## config.mk

```make
export PLATFORM = sky130hd
export DESIGN_NAME = multi_axis_dda_step_generator
export DESIGN_NICKNAME = d
export VERILOG_FILES = /design/src/sv/mdda_pkg.sv /design/src/sv/mdda_ram.sv /design/src/sv/mdda_axis_alu.sv /design/src/sv/multi_axis_dda_step_generator.sv
export SDC_FILE = /design/constraint.sdc
export NUM_CORES = 1
export LEC_CHECK = 0
export ABC_CLOCK_PERIOD_IN_PS = 6100
export BUFFER_PORTS_ARGS = -buffer_cell sky130_fd_sc_hd__buf_2
export CAP_MARGIN = 30
export CELL_PAD_IN_SITES_DETAIL_PLACEMENT = 2
export CELL_PAD_IN_SITES_GLOBAL_PLACEMENT = 2
export CORE_MARGIN = 5
export CORE_UTILIZATION = 30
export CTS_CLUSTER_SIZE = 14
export DETAILED_ROUTE_END_ITERATION = 10
export MAX_ROUTING_LAYER = met4
export PLACE_DENSITY_LB_ADDON = 0.2
export SETUP_SLACK_MARGIN = 0.5
export SYNTH_ARGS = -nofsm -noshare
export SYNTH_HDL_FRONTEND = slang
export SYNTH_HIERARCHICAL = 1
export SYNTH_SLANG_ARGS = --single-unit
```

## constraint.sdc

```tcl
create_clock -name clk -period 6.1 [get_ports clk]
set_clock_uncertainty 0.05 [all_clocks]
set_input_delay 1.22 -clock clk [delete_from_list [all_inputs] [get_ports clk]]
set_output_delay 1.22 -clock clk [all_outputs]
set_load 0.01 [all_outputs]
```

## src/sv/mdda_pkg.sv

```systemverilog
// Shared types and constants for the multi-axis DDA step generator.
package mdda_pkg;

  localparam int AXES   = 8;
  localparam int AXIS_W = (AXES > 1) ? $clog2(AXES) : 1;
  localparam int CNT_W  = $clog2(AXES + 1);
  localparam int TGT_W  = 32;
  localparam int MAG_W  = 31;
  localparam int ACC_W  = 32;
  localparam int MA_W   = MAG_W + ACC_W;

  localparam logic [MAG_W-1:0] MAG_MAX = {MAG_W{1'b1}};

  typedef enum logic [1:0] {
    OP_LOAD  = 2'd0,
    OP_START = 2'd1,
    OP_TICK  = 2'd2,
    OP_NONE  = 2'd3
  } op_t;

  typedef enum logic [3:0] {
    ST_IDLE  = 4'b0001,
    ST_START = 4'b0010,
    ST_TICK  = 4'b0100,
    ST_EMIT  = 4'b1000
  } state_t;

  typedef struct packed {
    logic [MAG_W-1:0] mag;
    logic             neg;
    logic [ACC_W-1:0] acc;
    logic             step;
  } alu_res_t;

endpackage

```

## src/sv/mdda_ram.sv

```systemverilog
// Generic single-port-write, single-port-read RAM with registered read data.
module mdda_ram #(
  parameter int WIDTH = 32,
  parameter int DEPTH = 8
) (
  input  logic                                   clk,
  input  logic                                   we,
  input  logic [((DEPTH > 1) ? $clog2(DEPTH) : 1)-1:0] waddr,
  input  logic [WIDTH-1:0]                       wdata,
  input  logic                                   re,
  input  logic [((DEPTH > 1) ? $clog2(DEPTH) : 1)-1:0] raddr,
  output logic [WIDTH-1:0]                       rdata
);

  logic [WIDTH-1:0] mem [DEPTH];

  always_ff @(posedge clk) begin
    if (we) begin
      mem[waddr] <= wdata;
    end
    if (re) begin
      rdata <= mem[raddr];
    end
  end

endmodule

```

## src/sv/mdda_axis_alu.sv

```systemverilog
// Per-axis arithmetic: target magnitude and Bresenham accumulate step.
module mdda_axis_alu import mdda_pkg::*; (
  input  logic signed [TGT_W-1:0] tgt,
  input  logic [MAG_W-1:0]        mag,
  input  logic [ACC_W-1:0]        acc,
  input  logic [MAG_W-1:0]        ctrl,
  output alu_res_t                res
);

  logic [TGT_W-1:0] tneg;
  logic [ACC_W-1:0] sum;
  logic [ACC_W-1:0] ctrl_ext;
  logic             ge;

  always_comb begin
    tneg     = TGT_W'(~tgt) + TGT_W'(1);
    sum      = acc + {1'b0, mag};
    ctrl_ext = {1'b0, ctrl};
    ge       = (sum >= ctrl_ext);

    res.neg  = tgt[TGT_W-1];
    if (!tgt[TGT_W-1]) begin
      res.mag = tgt[MAG_W-1:0];
    end else if (tneg[TGT_W-1]) begin
      res.mag = MAG_MAX;  // most negative target saturates
    end else begin
      res.mag = tneg[MAG_W-1:0];
    end
    res.step = ge;
    res.acc  = ge ? (sum - ctrl_ext) : sum;
  end

endmodule

```

## src/sv/multi_axis_dda_step_generator.sv

```systemverilog
// Top level: request sequencer around target and magnitude/accumulator memories.
//
// Input channel (in_valid/in_ready) carries requests: op 0 loads the signed
// target of one axis, op 1 starts a move, op 2 is a step tick, op 3 is
// ignored. Only ticks produce a result on the output channel
// (out_valid/out_ready): the step and direction masks, one bit per axis.
// Requests are taken only while the sequencer is idle.
// Load: the target is written and the sequencer stays idle. Start: one target
// memory read per axis, data back in the next cycle. Tick: one read-modify-write
// of the accumulator memory per axis; the result is registered in the emit state,
// and the next request can be taken after that. With no move set up (control
// magnitude zero) a tick skips the sweep and emits zero step bits.
// The output register holds one result; a new load or start is taken while it
// waits. A tick that finishes while the result is still not taken holds in
// its final state until the receiver takes it.
// Reset clears targets (via per-axis valid bits), the control magnitude,
// direction bits and any pending result; there is no clearing pass.
module multi_axis_dda_step_generator import mdda_pkg::*; (
  input  logic                    clk,
  input  logic                    rst_n,
  input  logic                    in_valid,
  output logic                    in_ready,
  input  logic [1:0]              in_op,
  input  logic [2:0]              in_axis,
  input  logic signed [TGT_W-1:0] in_target_value,
  output logic                    out_valid,
  input  logic                    out_ready,
  output logic [7:0]              out_steps,
  output logic [7:0]              out_dirs
);

  state_t            state_r, state_nxt;
  logic [CNT_W-1:0]  issue_r, issue_nxt;
  logic              pend_r, pend_nxt;
  logic [AXIS_W-1:0] pend_idx_r, pend_idx_nxt;
  logic [MAG_W-1:0]  ctrl_mag_r, ctrl_mag_nxt;
  logic [AXES-1:0]   dir_r, dir_nxt;
  logic [AXES-1:0]   bits_r, bits_nxt;
  logic [AXES-1:0]   tv_r, tv_nxt;
  logic              out_valid_r, out_valid_nxt;
  logic [AXES-1:0]   out_step_r, out_step_nxt;
  logic [AXES-1:0]   out_dir_r, out_dir_nxt;

  logic              in_fire;
  logic              last;
  logic              out_load;
  logic              tgt_we;
  logic [TGT_W-1:0]  tgt_rdata;
  logic              rd_en;
  logic [AXIS_W-1:0] rd_addr;
  logic              ma_we;
  logic [MA_W-1:0]   ma_wdata;
  logic [MA_W-1:0]   ma_rdata;
  logic [MAG_W-1:0]  ma_mag;
  logic [ACC_W-1:0]  ma_acc;
  logic [TGT_W-1:0]  tgt_eff;
  alu_res_t          alu;

  assign in_ready = (state_r == ST_IDLE);
  assign in_fire  = in_valid && in_ready;
  assign rd_en    = (issue_r < CNT_W'(AXES)) && (state_r == ST_START || state_r == ST_TICK);
  assign rd_addr  = issue_r[AXIS_W-1:0];
  assign last     = pend_r && (pend_idx_r == AXIS_W'(AXES - 1));
  assign tgt_we   = in_fire && (op_t'(in_op) == OP_LOAD) && ({1'b0, in_axis} < 4'(AXES));
  assign ma_mag   = ma_rdata[MA_W-1:ACC_W];
  assign ma_acc   = ma_rdata[ACC_W-1:0];
  assign tgt_eff  = tv_r[pend_idx_r] ? tgt_rdata : '0;
  assign ma_we    = pend_r && (state_r == ST_START || state_r == ST_TICK);
  assign ma_wdata = (state_r == ST_START) ? {alu.mag, {ACC_W{1'b0}}} : {ma_mag, alu.acc};
  assign out_load = (state_r == ST_EMIT) && (!out_valid_r || out_ready);

  mdda_ram #(.WIDTH(TGT_W), .DEPTH(AXES)) u_tgt_ram (
    .clk   (clk),
    .we    (tgt_we),
    .waddr (in_axis[AXIS_W-1:0]),
    .wdata (in_target_value),
    .re    (rd_en && (state_r == ST_START)),
    .raddr (rd_addr),
    .rdata (tgt_rdata)
  );

  mdda_ram #(.WIDTH(MA_W), .DEPTH(AXES)) u_ma_ram (
    .clk   (clk),
    .we    (ma_we),
    .waddr (pend_idx_r),
    .wdata (ma_wdata),
    .re    (rd_en && (state_r == ST_TICK)),
    .raddr (rd_addr),
    .rdata (ma_rdata)
  );

  mdda_axis_alu u_alu (
    .tgt  ($signed(tgt_eff)),
    .mag  (ma_mag),
    .acc  (ma_acc),
    .ctrl (ctrl_mag_r),
    .res  (alu)
  );

  always_comb begin
    state_nxt     = state_r;
    issue_nxt     = issue_r;
    pend_nxt      = 1'b0;
    pend_idx_nxt  = pend_idx_r;
    ctrl_mag_nxt  = ctrl_mag_r;
    dir_nxt       = dir_r;
    bits_nxt      = bits_r;
    tv_nxt        = tv_r;
    out_valid_nxt = out_valid_r && !out_ready;
    out_step_nxt  = out_step_r;
    out_dir_nxt   = out_dir_r;

    if (tgt_we) begin
      tv_nxt[in_axis[AXIS_W-1:0]] = 1'b1;
    end

    if (rd_en) begin
      issue_nxt    = issue_r + CNT_W'(1);
      pend_nxt     = 1'b1;
      pend_idx_nxt = rd_addr;
    end

    unique case (state_r)
      ST_IDLE: begin
        if (in_fire) begin
          unique case (op_t'(in_op))
            OP_START: begin
              state_nxt    = ST_START;
              issue_nxt    = '0;
              ctrl_mag_nxt = '0;
              dir_nxt      = '0;
            end
            OP_TICK: begin
              bits_nxt  = '0;
              issue_nxt = '0;
              state_nxt = (ctrl_mag_r == '0) ? ST_EMIT : ST_TICK;
            end
            OP_LOAD, OP_NONE: begin
            end
          endcase
        end
      end
      ST_START: begin
        if (pend_r) begin
          if (alu.neg) begin
            dir_nxt[pend_idx_r] = 1'b1;
          end
          if (alu.mag > ctrl_mag_r) begin
            ctrl_mag_nxt = alu.mag;
          end
        end
        if (last) begin
          state_nxt = ST_IDLE;
        end
      end
      ST_TICK: begin
        if (pend_r && alu.step) begin
          bits_nxt[pend_idx_r] = 1'b1;
        end
        if (last) begin
          state_nxt = ST_EMIT;
        end
      end
      ST_EMIT: begin
        if (out_load) begin
          out_valid_nxt = 1'b1;
          out_step_nxt  = bits_r;
          out_dir_nxt   = dir_r;
          state_nxt     = ST_IDLE;
        end
      end
      default: begin
        state_nxt = ST_IDLE;
      end
    endcase
  end

  always_ff @(posedge clk) begin
    if (!rst_n) begin
      state_r     <= ST_IDLE;
      issue_r     <= '0;
      pend_r      <= 1'b0;
      ctrl_mag_r  <= '0;
      dir_r       <= '0;
      tv_r        <= '0;
      out_valid_r <= 1'b0;
    end else begin
      state_r     <= state_nxt;
      issue_r     <= issue_nxt;
      pend_r      <= pend_nxt;
      ctrl_mag_r  <= ctrl_mag_nxt;
      dir_r       <= dir_nxt;
      tv_r        <= tv_nxt;
      out_valid_r <= out_valid_nxt;
    end
  end

  always_ff @(posedge clk) begin
    pend_idx_r <= pend_idx_nxt;
    bits_r     <= bits_nxt;
    out_step_r <= out_step_nxt;
    out_dir_r  <= out_dir_nxt;
  end

  always_comb begin
    out_steps = '0;
    out_dirs  = '0;
    for (int a = 0; a < AXES; a++) begin
      out_steps[a] = out_step_r[a];
      out_dirs[a]  = out_dir_r[a];
    end
  end

  assign out_valid = out_valid_r;

`ifndef ASSERT_OFF
  a_acc_bound: assert property (@(posedge clk) disable iff (!rst_n)
    (ma_we && state_r == ST_TICK) |-> (alu.acc < {1'b0, ctrl_mag_r}))
    else $error("accumulator not below control magnitude");

  a_tick_ctrl: assert property (@(posedge clk) disable iff (!rst_n)
    (state_r == ST_TICK) |-> (ctrl_mag_r != '0))
    else $error("tick sweep with zero control magnitude");

  a_issue_range: assert property (@(posedge clk) disable iff (!rst_n)
    issue_r <= CNT_W'(AXES))
    else $error("issue counter out of range");

  a_emit_out: assert property (@(posedge clk) disable iff (!rst_n)
    out_load |=> (out_valid_r && state_r == ST_IDLE))
    else $error("emitted result not registered");
`endif

endmodule
```

==> After elaboration in Yosys (flattened, before gate mapping) <==
Memory sizes are Yosys's and may differ from the RTL's. A register that Yosys moved wholly into a read port is not among the register bits.
Index checks and enable logic that the tools add are counted.
{ "op_classes": {"n_addsub": 4, "order_cmp": 7, "eq_ne": 18, "muxes": 43, "bitwise_logic": 4, "reduce_logical": 26} }
{ "ops": {"columns": ["operator", "count"], "rows": [
  ["two-way mux 31 bit", 6],
  ["two-way mux 32 bit", 2],
  ["two-way mux 63 bit", 1],
  ["case mux 31 bit (2 select lines)", 1],
  ["two-way mux 8 bit", 7],
  ["two-way mux 4 bit", 9],
  ["adder 32 x 2 -> 32 bit (second input constant)", 1],
  ["adder 32 x 31 -> 32 bit", 1],
  ["greater-or-equal comparator 32 x 31 -> 1 bit", 1],
  ["NOT 32 bit", 1],
  ["case mux 8 bit (2 select lines)", 2],
  ["subtractor 32 x 31 -> 32 bit", 1],
  ["greater-than comparator 31 bit", 1],
  ["zero test 31 bit", 1],
  ["bitwise OR 8 bit", 3],
  ["case mux 4 bit (4 select lines)", 1],
  ["AND reduction 5 bit", 3],
  ["logical AND 1 bit", 12],
  ["inequality test 2 x 1 -> 1 bit (second input constant)", 6],
  ["two-way mux 1 bit", 10],
  ["less-than comparator 3 x 4 -> 1 bit (second input constant)", 2],
  ["inequality test 2 bit (second input constant)", 4],
  ["case mux 4 bit (2 select lines)", 1],
  ["demux 1 bit (select 3 bit)", 2],
  ["19 further kinds", 23]
]} }
{ "totals": {"reg_bits": 84, "ramBits": 760, "in_bits": 41, "out_inout_bits": 18, "word_cells": 115, "mem_count": 2} }
{ "mem_list": {"columns": ["name", "depth", "word_bits", "rd", "rd_clocked_by_memory_dff", "write_ports", "line_no", "rtl"], "rows": [
  ["u_ma_ram.mem", 8, 63, 1, 1, 1, "mdda_ram.sv:15", "logic [WIDTH-1:0] mem [DEPTH];"],
  ["u_tgt_ram.mem", 8, 32, 1, 1, 1, "mdda_ram.sv:15", null]
]} }

==> Logic depth before layout (Yosys ltp) <==
Gate-level depths: netlist of run 1.
{ "logic_depth": {"word_depth": 11, "depth_mapped": 26, "ltp_nobuf": 23} }

==> Modules after synthesis <==
The synthesis of run 1 kept the hierarchy.
{ "modules_own_cells": {"columns": ["mod", "instances", "cells_each", "area_per_inst_um2", "seq_area_each_um2"], "rows": [
  ["mdda_ram (u_ma_ram)", 1, 804, 20860.0, 17026.3],
  ["mdda_ram (u_tgt_ram)", 1, 415, 10786.6, 8648.3],
  ["multi_axis_dda_step_generator", 1, 552, 5006.1, 1951.9],
  ["mdda_axis_alu", 1, 710, 4678.2, 0.0]
]} }

==> Least setup slack after synthesis of run 1 <==
Ideal clock, no wire load.
{ "synth_path": {"path_kind": "flip-flop to flip-flop", "start": "register state_r[2]", "end": "memory u_ma_ram/mem[0][0] (netlist bit) (enable)", "setup_time_ns": 0.561, "arrival_ns": 5.326, "t_required_ns": 5.489, "path_slack_ns": 0.163, "path_stages_with_launch": 6, "n_path_buf": 0, "synth_period_minus_slack_ns": 5.937, "cell_sequence": "dfxtp_1 > xnor2_1 > nor3_1 > and2_1 > nand2b_1 > nor3_1"} }
{ "synth_between": {"elab_chain_len": 5, "word_cells_on_any_way": 6, "cone_classes": "eq/ne (2); mux (2); reduce/logical (2)"} }
{ "synth_rtl": {"columns": ["item", "line_no", "rtl"], "rows": [
  ["start: declaration", "multi_axis_dda_step_generator.sv:32", "state_t state_r, state_nxt;"],
  ["start signal: assignment", "multi_axis_dda_step_generator.sv:188", "state_r <= state_nxt;"],
  ["== test 4 x 2 -> 1 bit / == test 4 x 3 -> 1 bit (equally long branches)", "multi_axis_dda_step_generator.sv:68", "assign ma_we = pend_r && (state_r == ST_START || state_r == ST_TICK);"],
  ["logical OR 1 bit (*)", "multi_axis_dda_step_generator.sv:68", null],
  ["logical AND 1 bit (*)", "multi_axis_dda_step_generator.sv:68", null],
  ["net ma_we", "multi_axis_dda_step_generator.sv:51", "logic ma_we;"],
  ["two-way mux 1 bit (*)", "mdda_ram.sv:18", "if (we) begin"],
  ["two-way mux 1 bit (not written as such) (*)", "mdda_ram.sv:19", "mem[waddr] <= wdata;"],
  ["end: declaration", "mdda_ram.sv:15", null]
]} }
Mark *: on every way through the listed nets, which the timed path passes. The rest lies on a longest branch.

==> results.json, run 1 <==
{
  "dieHeight_um": 381,
  "worst-slew-pin-transition_ns": 0.958,
  "ff2ff_setup_slack_ns": 0.32,
  "ys_ff_latch": 939,
  "track_usage_pct": 16.1,
  "synth_top_area_share_pct": 64.1,
  "cts-root-buf": "clkbuf_16",
  "clock_path_buffers": 3,
  "synth.top_cells.by_area": "edfxtp_1 (64%), mux4_2 (8.2%), mux2_2 (3.5%)",
  "ys_seq_area_share_pct": 66.8,
  "slowest_stage": "or4_4",
  "final_nets": 2871,
  "via_per_inst": 4.96,
  "grt_pass1_vias": 25633,
  "grt_pass1_wl_um": 172000,
  "clkLatencyLatePin_ns": 0.74,
  "place_congestion": 0.793,
  "synth_area_per_cell_um2": 16.7,
  "setup_viol": 0,
  "tritoncts": "yes",
  "drc": 0,
  "crit_type": "reg2reg",
  "fillers": 13495,
  "cp_top_family": "simple AND/OR/NAND/NOR gates",
  "cp_max_fo": 8,
  "max_stage_delay_ns": 0.51,
  "rsz0062_at_grt": "true",
  "io_buffers": 58,
  "synth_edf_count": 882,
  "setup_tns_ns": 0,
  "final_hold_viol_count": 0,
  "status": "finished clean",
  "grt_max_degree": 108,
  "drt_first_pass_iters": 5,
  "io_pins": 59,
  "htree_levels": 3,
  "end_kind": "register",
  "ys_warn_count": 6,
  "die_area_um2": 145000,
  "synth_nets": 2622,
  "ys_dominant_reg_cell": "edfxtp_1",
  "cts_sinks": 939,
  "leakage_nw": 16.1,
  "hp-class": "reg2reg",
  "start_kind": "register",
  "overflow": 0,
  "cellPowerDensity_nw_per_um2": 271,
  "initial_core_util_pct": 30.1,
  "drtIter0Drc": 1152,
  "syn2layout_area_growth_pct": 19.5,
  "fin_crit_sh_pct": 94.8,
  "ys_async_sr_fraction_pct": 0,
  "crit_buf_inv": 5,
  "drv_slew": 0,
  "synth_area_leader_cell": "edfxtp_1",
  "cts_buffers": 104,
  "slew_headroom_pct": 36.1,
  "coreArea_um2": 137000,
  "ir_drop_v": 0.000220,
  "drive_gt1_share_pct": 30.7,
  "synthCells": 2481,
  "fp.dieW_um": 381,
  "hpwlAfterDp_um": 72000,
  "wl_per_cell_um": 24.9,
  "fin_hold_ws_ns": 0.393,
  "wl_um": 115000,
  "worstPathRequired_ns": 6.71,
  "fin_util_pct": 36.0,
  "timing.fmax_mhz": 173,
  "min_period_ns": 5.78,
  "rows": 136,
  "antenna_found_initial": 2,
  "post-place-ws_ns": -0.427,
  "worstPathCellList": "and2_4, a221oi_4, o21ai_4, buf_6, and2_4, or3_4, or4_4, or3_4, or4_4, inv_4, a31oi_4, nor3_1, a21oi_2, ha_1, a21oi_1, o21ai_2, o31a_1, o41ai_4, buf_6, buf_12, buf_16, mux2i_1",
  "cp.arrival_ns": 6.39,
  "max-cap-violations": 0,
  "yosysUniqueCellTypes": 80,
  "vias": 22876,
  "syn_area_um2": 41300,
  "fin_ws_ns": 0.319,
  "detail-route-antenna-nets": 0,
  "clk_pin_slew_ns": 0.06
}
placed cells by master (no fill, tap or decap), drive strengths merged, types with 88 or more instances in the layout:
master and count:
edfxtp 882, buf 235, mux4 190, nand2 183, mux2 142, clkbuf 136, inv 102, nor2 101
ha 98, a21oi 88
layout make-up:
class | instances | area [um2] | share of cell area, %
multi-input combinational | 1349 | 13900 | 28.2
tap | 1794 | 2240 | 4.54
clock inverter | 58 | 554 | 1.12
antenna | 2 | 5.00 | 0.0101
inverter | 100 | 380 | 0.770
clock buffer | 135 | 2750 | 5.57
sequential | 939 | 27600 | 56.0
timing repair buffer | 236 | 1890 | 3.84
stage by stage:
stage | instances | power (mW) | cell area [um2]
6_report | 4613 | 13.4 | 49400
5_1_grt | 4612 | 13.9 | 49400
4_1_cts | 4585 | 13.6 | 48700
3_5_place_dp | 4339 | 7.43 | 44300
3_3_place_gp | 4338 | 7.41 | 44300
2_1_floorplan | 2481 | 7.31 | 41300
worst paths after layout:
kind	depth (start not counted)	startpoint	to
min	0	dir_r[7]	out_dirs[7]
min reg2reg	0	dir_r[7]	out_dirs[7]
max	22	pend_idx_r[0]	ctrl_mag_r[10]
max reg2reg	22	pend_idx_r[0]	ctrl_mag_r[10]
registers in the layout, summed over array words and instances, names as in the netlist, 8 cells and up:
register,count
u_tgt_ram/rdata,32
u_ma_ram/rdata,63
u_ma_ram/mem,504
out_steps,8
tv_r,8
bits_r,8
u_tgt_ram/mem,256
dir_r,8
ctrl_mag_r,31
out_dirs,8
layer usage:
layer / GRT usage (%) / wire [um]
met2: 27.2 / 57700
met5: - / 0
met1: 20.8 / 52000
met3: 2.17 / 2750
met4: 3.78 / 2460
Yosys cell counts, types with 9 or more instances:
cell type  number
nand2b_1       14
o21ai_0        62
edfxtp_1      882
nand3_1        30
a21o_1         18
xor2_1         47
nor4_1         12
a21oi_1        87
o21a_1         18
buf_2          27
nand4_1        15
and3_1          9
xnor2_1        29
clkbuf_1       45
mux2i_1        35
inv_1          98
mux2_2        130
and2_1         46
mux4_2        150
nand2_1       183
mux4_1         40
a31oi_1        12
nor2_1        101
nor2b_1        43
dfxtp_1        57
ha_1           98
buf_6          14
nor3_1         28
o31ai_1        11
logic make-up after synthesis:
group           share of synthesized area, %
mux                                     15.5
compound gates                          4.38
buf+inv                                 2.27
fa+ha+maj                               3.06
flops                                   66.8
simple gates                            6.37
xor+xnor                                1.61
worst reg2reg max path: cells and delay by family (launching register included):
kind                       cells  cell delay (ns)
AOI/OAI and AO/OA              8             1.50
DFF                            1             0.46
and+or+nand+nor                7             2.46
adders and majority gates      1             0.33
muxes                          1             0.19
buffers and inverters          5             0.73
timing repair:
item | CTS | global route
setup endpoints to repair | 295 | 295
setup buffers | 47 | 23
resized for setup | 138 | 106
gates cloned | 6 | 1
pin swaps | 50 | 38
hold buffers | 0 | 0
report_power, final:
group | total, mW | leakage [nW] | switching [mW] | internal [mW]
Clock | 6.07 | 1.59 | 2.63 | 3.45
Sequential | 7.02 | 8.41 | 0.0130 | 7.01
Combinational | 0.293 | 6.13 | 0.179 | 0.114
No activity file was read; power rests on OpenSTA's default activity.
==> inputs of run 2 (changes only) <==
Settings changed: RECOVER_POWER set to 100.
==> run 2 against run 1 <==
The flow now finishes with violations (capacitance limit, slew limit); sequential cell count unchanged; fmax down 0.63%; worst setup slack got worse by 0.037 ns; largest cell class unchanged; combinational power is 3% lower; final cell count did not move; sequential share of layout area grew 0.46 points; highest routed layer unchanged.
==> results.json, run 2 (same netlist as run 1, synthesis figures left out) <==
{
  "setup_viol": 0,
  "final_hold_viol_count": 0,
  "drv_slew": 1143,
  "vias": 22871,
  "place_congestion": 0.793,
  "dieHeight_um": 381,
  "rsz0062_at_grt": "true",
  "leakage_nw": 15.8,
  "final_nets": 2871,
  "worst-slew-pin-transition_ns": 3.61,
  "rows": 136,
  "syn2layout_area_growth_pct": 18.5,
  "overflow": 0,
  "worstPathCellList": "and2_4, a221oi_4, o21ai_4, and2_4, or3_4, or3_4, nor4_4, nand4_2, nand2b_1, nor3_4, inv_2, or4_4, buf_6, nand2_1, ha_4, a211oi_2, nor2_1, o31a_1, o41ai_4, buf_6, buf_12, buf_16, mux2i_1",
  "violations": "capacitance limit, slew limit",
  "antenna_found_initial": 2,
  "drive_gt1_share_pct": 25.8,
  "clkLatencyLatePin_ns": 0.74,
  "detail-route-antenna-nets": 0,
  "worstRegToRegCells": 23,
  "io_buffers": 58,
  "cp_top_family": "simple AND/OR/NAND/NOR gates",
  "hp-class": "reg2reg",
  "drtIter0Drc": 1179,
  "min_period_ns": 5.82,
  "total_power_mw": 13.4,
  "hold_depth": 0,
  "drt_first_pass_iters": 5,
  "slowest_stage": "or4_4",
  "io_pins": 59,
  "max-cap-violations": 33,
  "hpwlAfterDp_um": 72000,
  "grt_pass1_vias": 25633,
  "cellPowerDensity_nw_per_um2": 273,
  "grt_max_degree": 108,
  "ir_drop_v": 0.000224,
  "drc": 0,
  "crit_buf_inv": 5,
  "tritoncts": "yes",
  "crit_type": "reg2reg",
  "wl_per_cell_um": 24.9,
  "slew_headroom_pct": -141,
  "reg.largest.list": "u_ma_ram/mem x504, u_tgt_ram/mem x256, u_ma_ram/rdata x63",
  "start_kind": "register",
  "final_cell_mix": "edfxtp_1 (882), nand2_1 (173), mux4_2 (150)",
  "cp.depth": 23,
  "clk_pin_slew_ns": 0.06,
  "cts_sinks": 939,
  "largest-register": "u_ma_ram/mem",
  "final_common_cell": "edfxtp_1",
  "fin_hold_ws_ns": 0.390,
  "cts-root-buf": "clkbuf_16",
  "via_per_inst": 4.96,
  "worstPathRequired_ns": 6.71,
  "fin_crit_sh_pct": 95.4,
  "fp.dieW_um": 381,
  "max_stage_delay_ns": 0.56,
  "cp_max_fo": 8,
  "track_usage_pct": 16.1,
  "grt_pass1_wl_um": 172000,
  "coreArea_um2": 137000,
  "initial_core_util_pct": 30.1,
  "largest_reg_flops": 504,
  "cp.arrival_ns": 6.43,
  "die_area_um2": 145000,
  "end_kind": "register",
  "cts_buffers": 104,
  "timing.fmax_mhz": 172,
  "clock_path_buffers": 3,
  "htree_levels": 3,
  "wl_um": 115000,
  "status": "complete, but fails checks"
}
run 2: cell type report:
cell class                 instances  area [um2]
inverter                         100         380
antenna                            2        5.00
clock inverter                    58         554
fill                           13585       88200
tap                             1794        2240
sequential                       939       27600
timing repair buffer             236        1660
clock buffer                     135        2750
multi-input combinational       1349       13700
run 2: final timing paths:
kind	to	start	slack, ns
min	out_dirs[7]	dir_r[7]	0.39
max reg2reg	ctrl_mag_r[10]	pend_idx_r[0]	0.28
min reg2reg	out_dirs[7]	dir_r[7]	0.39
max	ctrl_mag_r[10]	pend_idx_r[0]	0.28
run 2: power breakdown:
group / switching [mW] / total (mW) / internal [mW]
sequential: 0.0119 / 7.02 / 7.01
clock: 2.62 / 6.07 / 3.45
combinational: 0.176 / 0.283 / 0.107
total: 2.81 / 13.4 / 10.6
run 2: per-stage QoR:
stage	worst slack [ns]	TNS (ns)	cell area [um2]	utilization [%]	instances
global route	0.0446	0	49000	35.7	4612
CTS	0.458	0	48700	35.5	4585
finish	0.283	0	49000	35.7	4613
detailed placement	-0.427	-81.91	44300	32.3	4339
global placement	-0.324	-32.62	44300	32.3	4338
floorplan	0.507	0	41300	-	2481
run 2: metal layers:
layer | part of all wire, % | track usage, % | vias up
li1 | - | - | 10276
met1 | 45 | 20.8 | 12216
met2 | 50 | 27.2 | 228
met3 | 2.3 | 2.17 | 151
met4 | 2.2 | 3.78 | 0
met5 | 0 | - | -
run 2: repair_timing:
| item | 4_1_cts | 5_1_grt |
|---|---|---|
| cloned | 6 | 1 |
| pin swaps | 50 | 38 |
| hold buffers | 0 | 0 |
| gates resized for setup | 138 | 106 |
| setup endpoints to repair | 295 | 295 |
| buffers inserted | 47 | 23 |
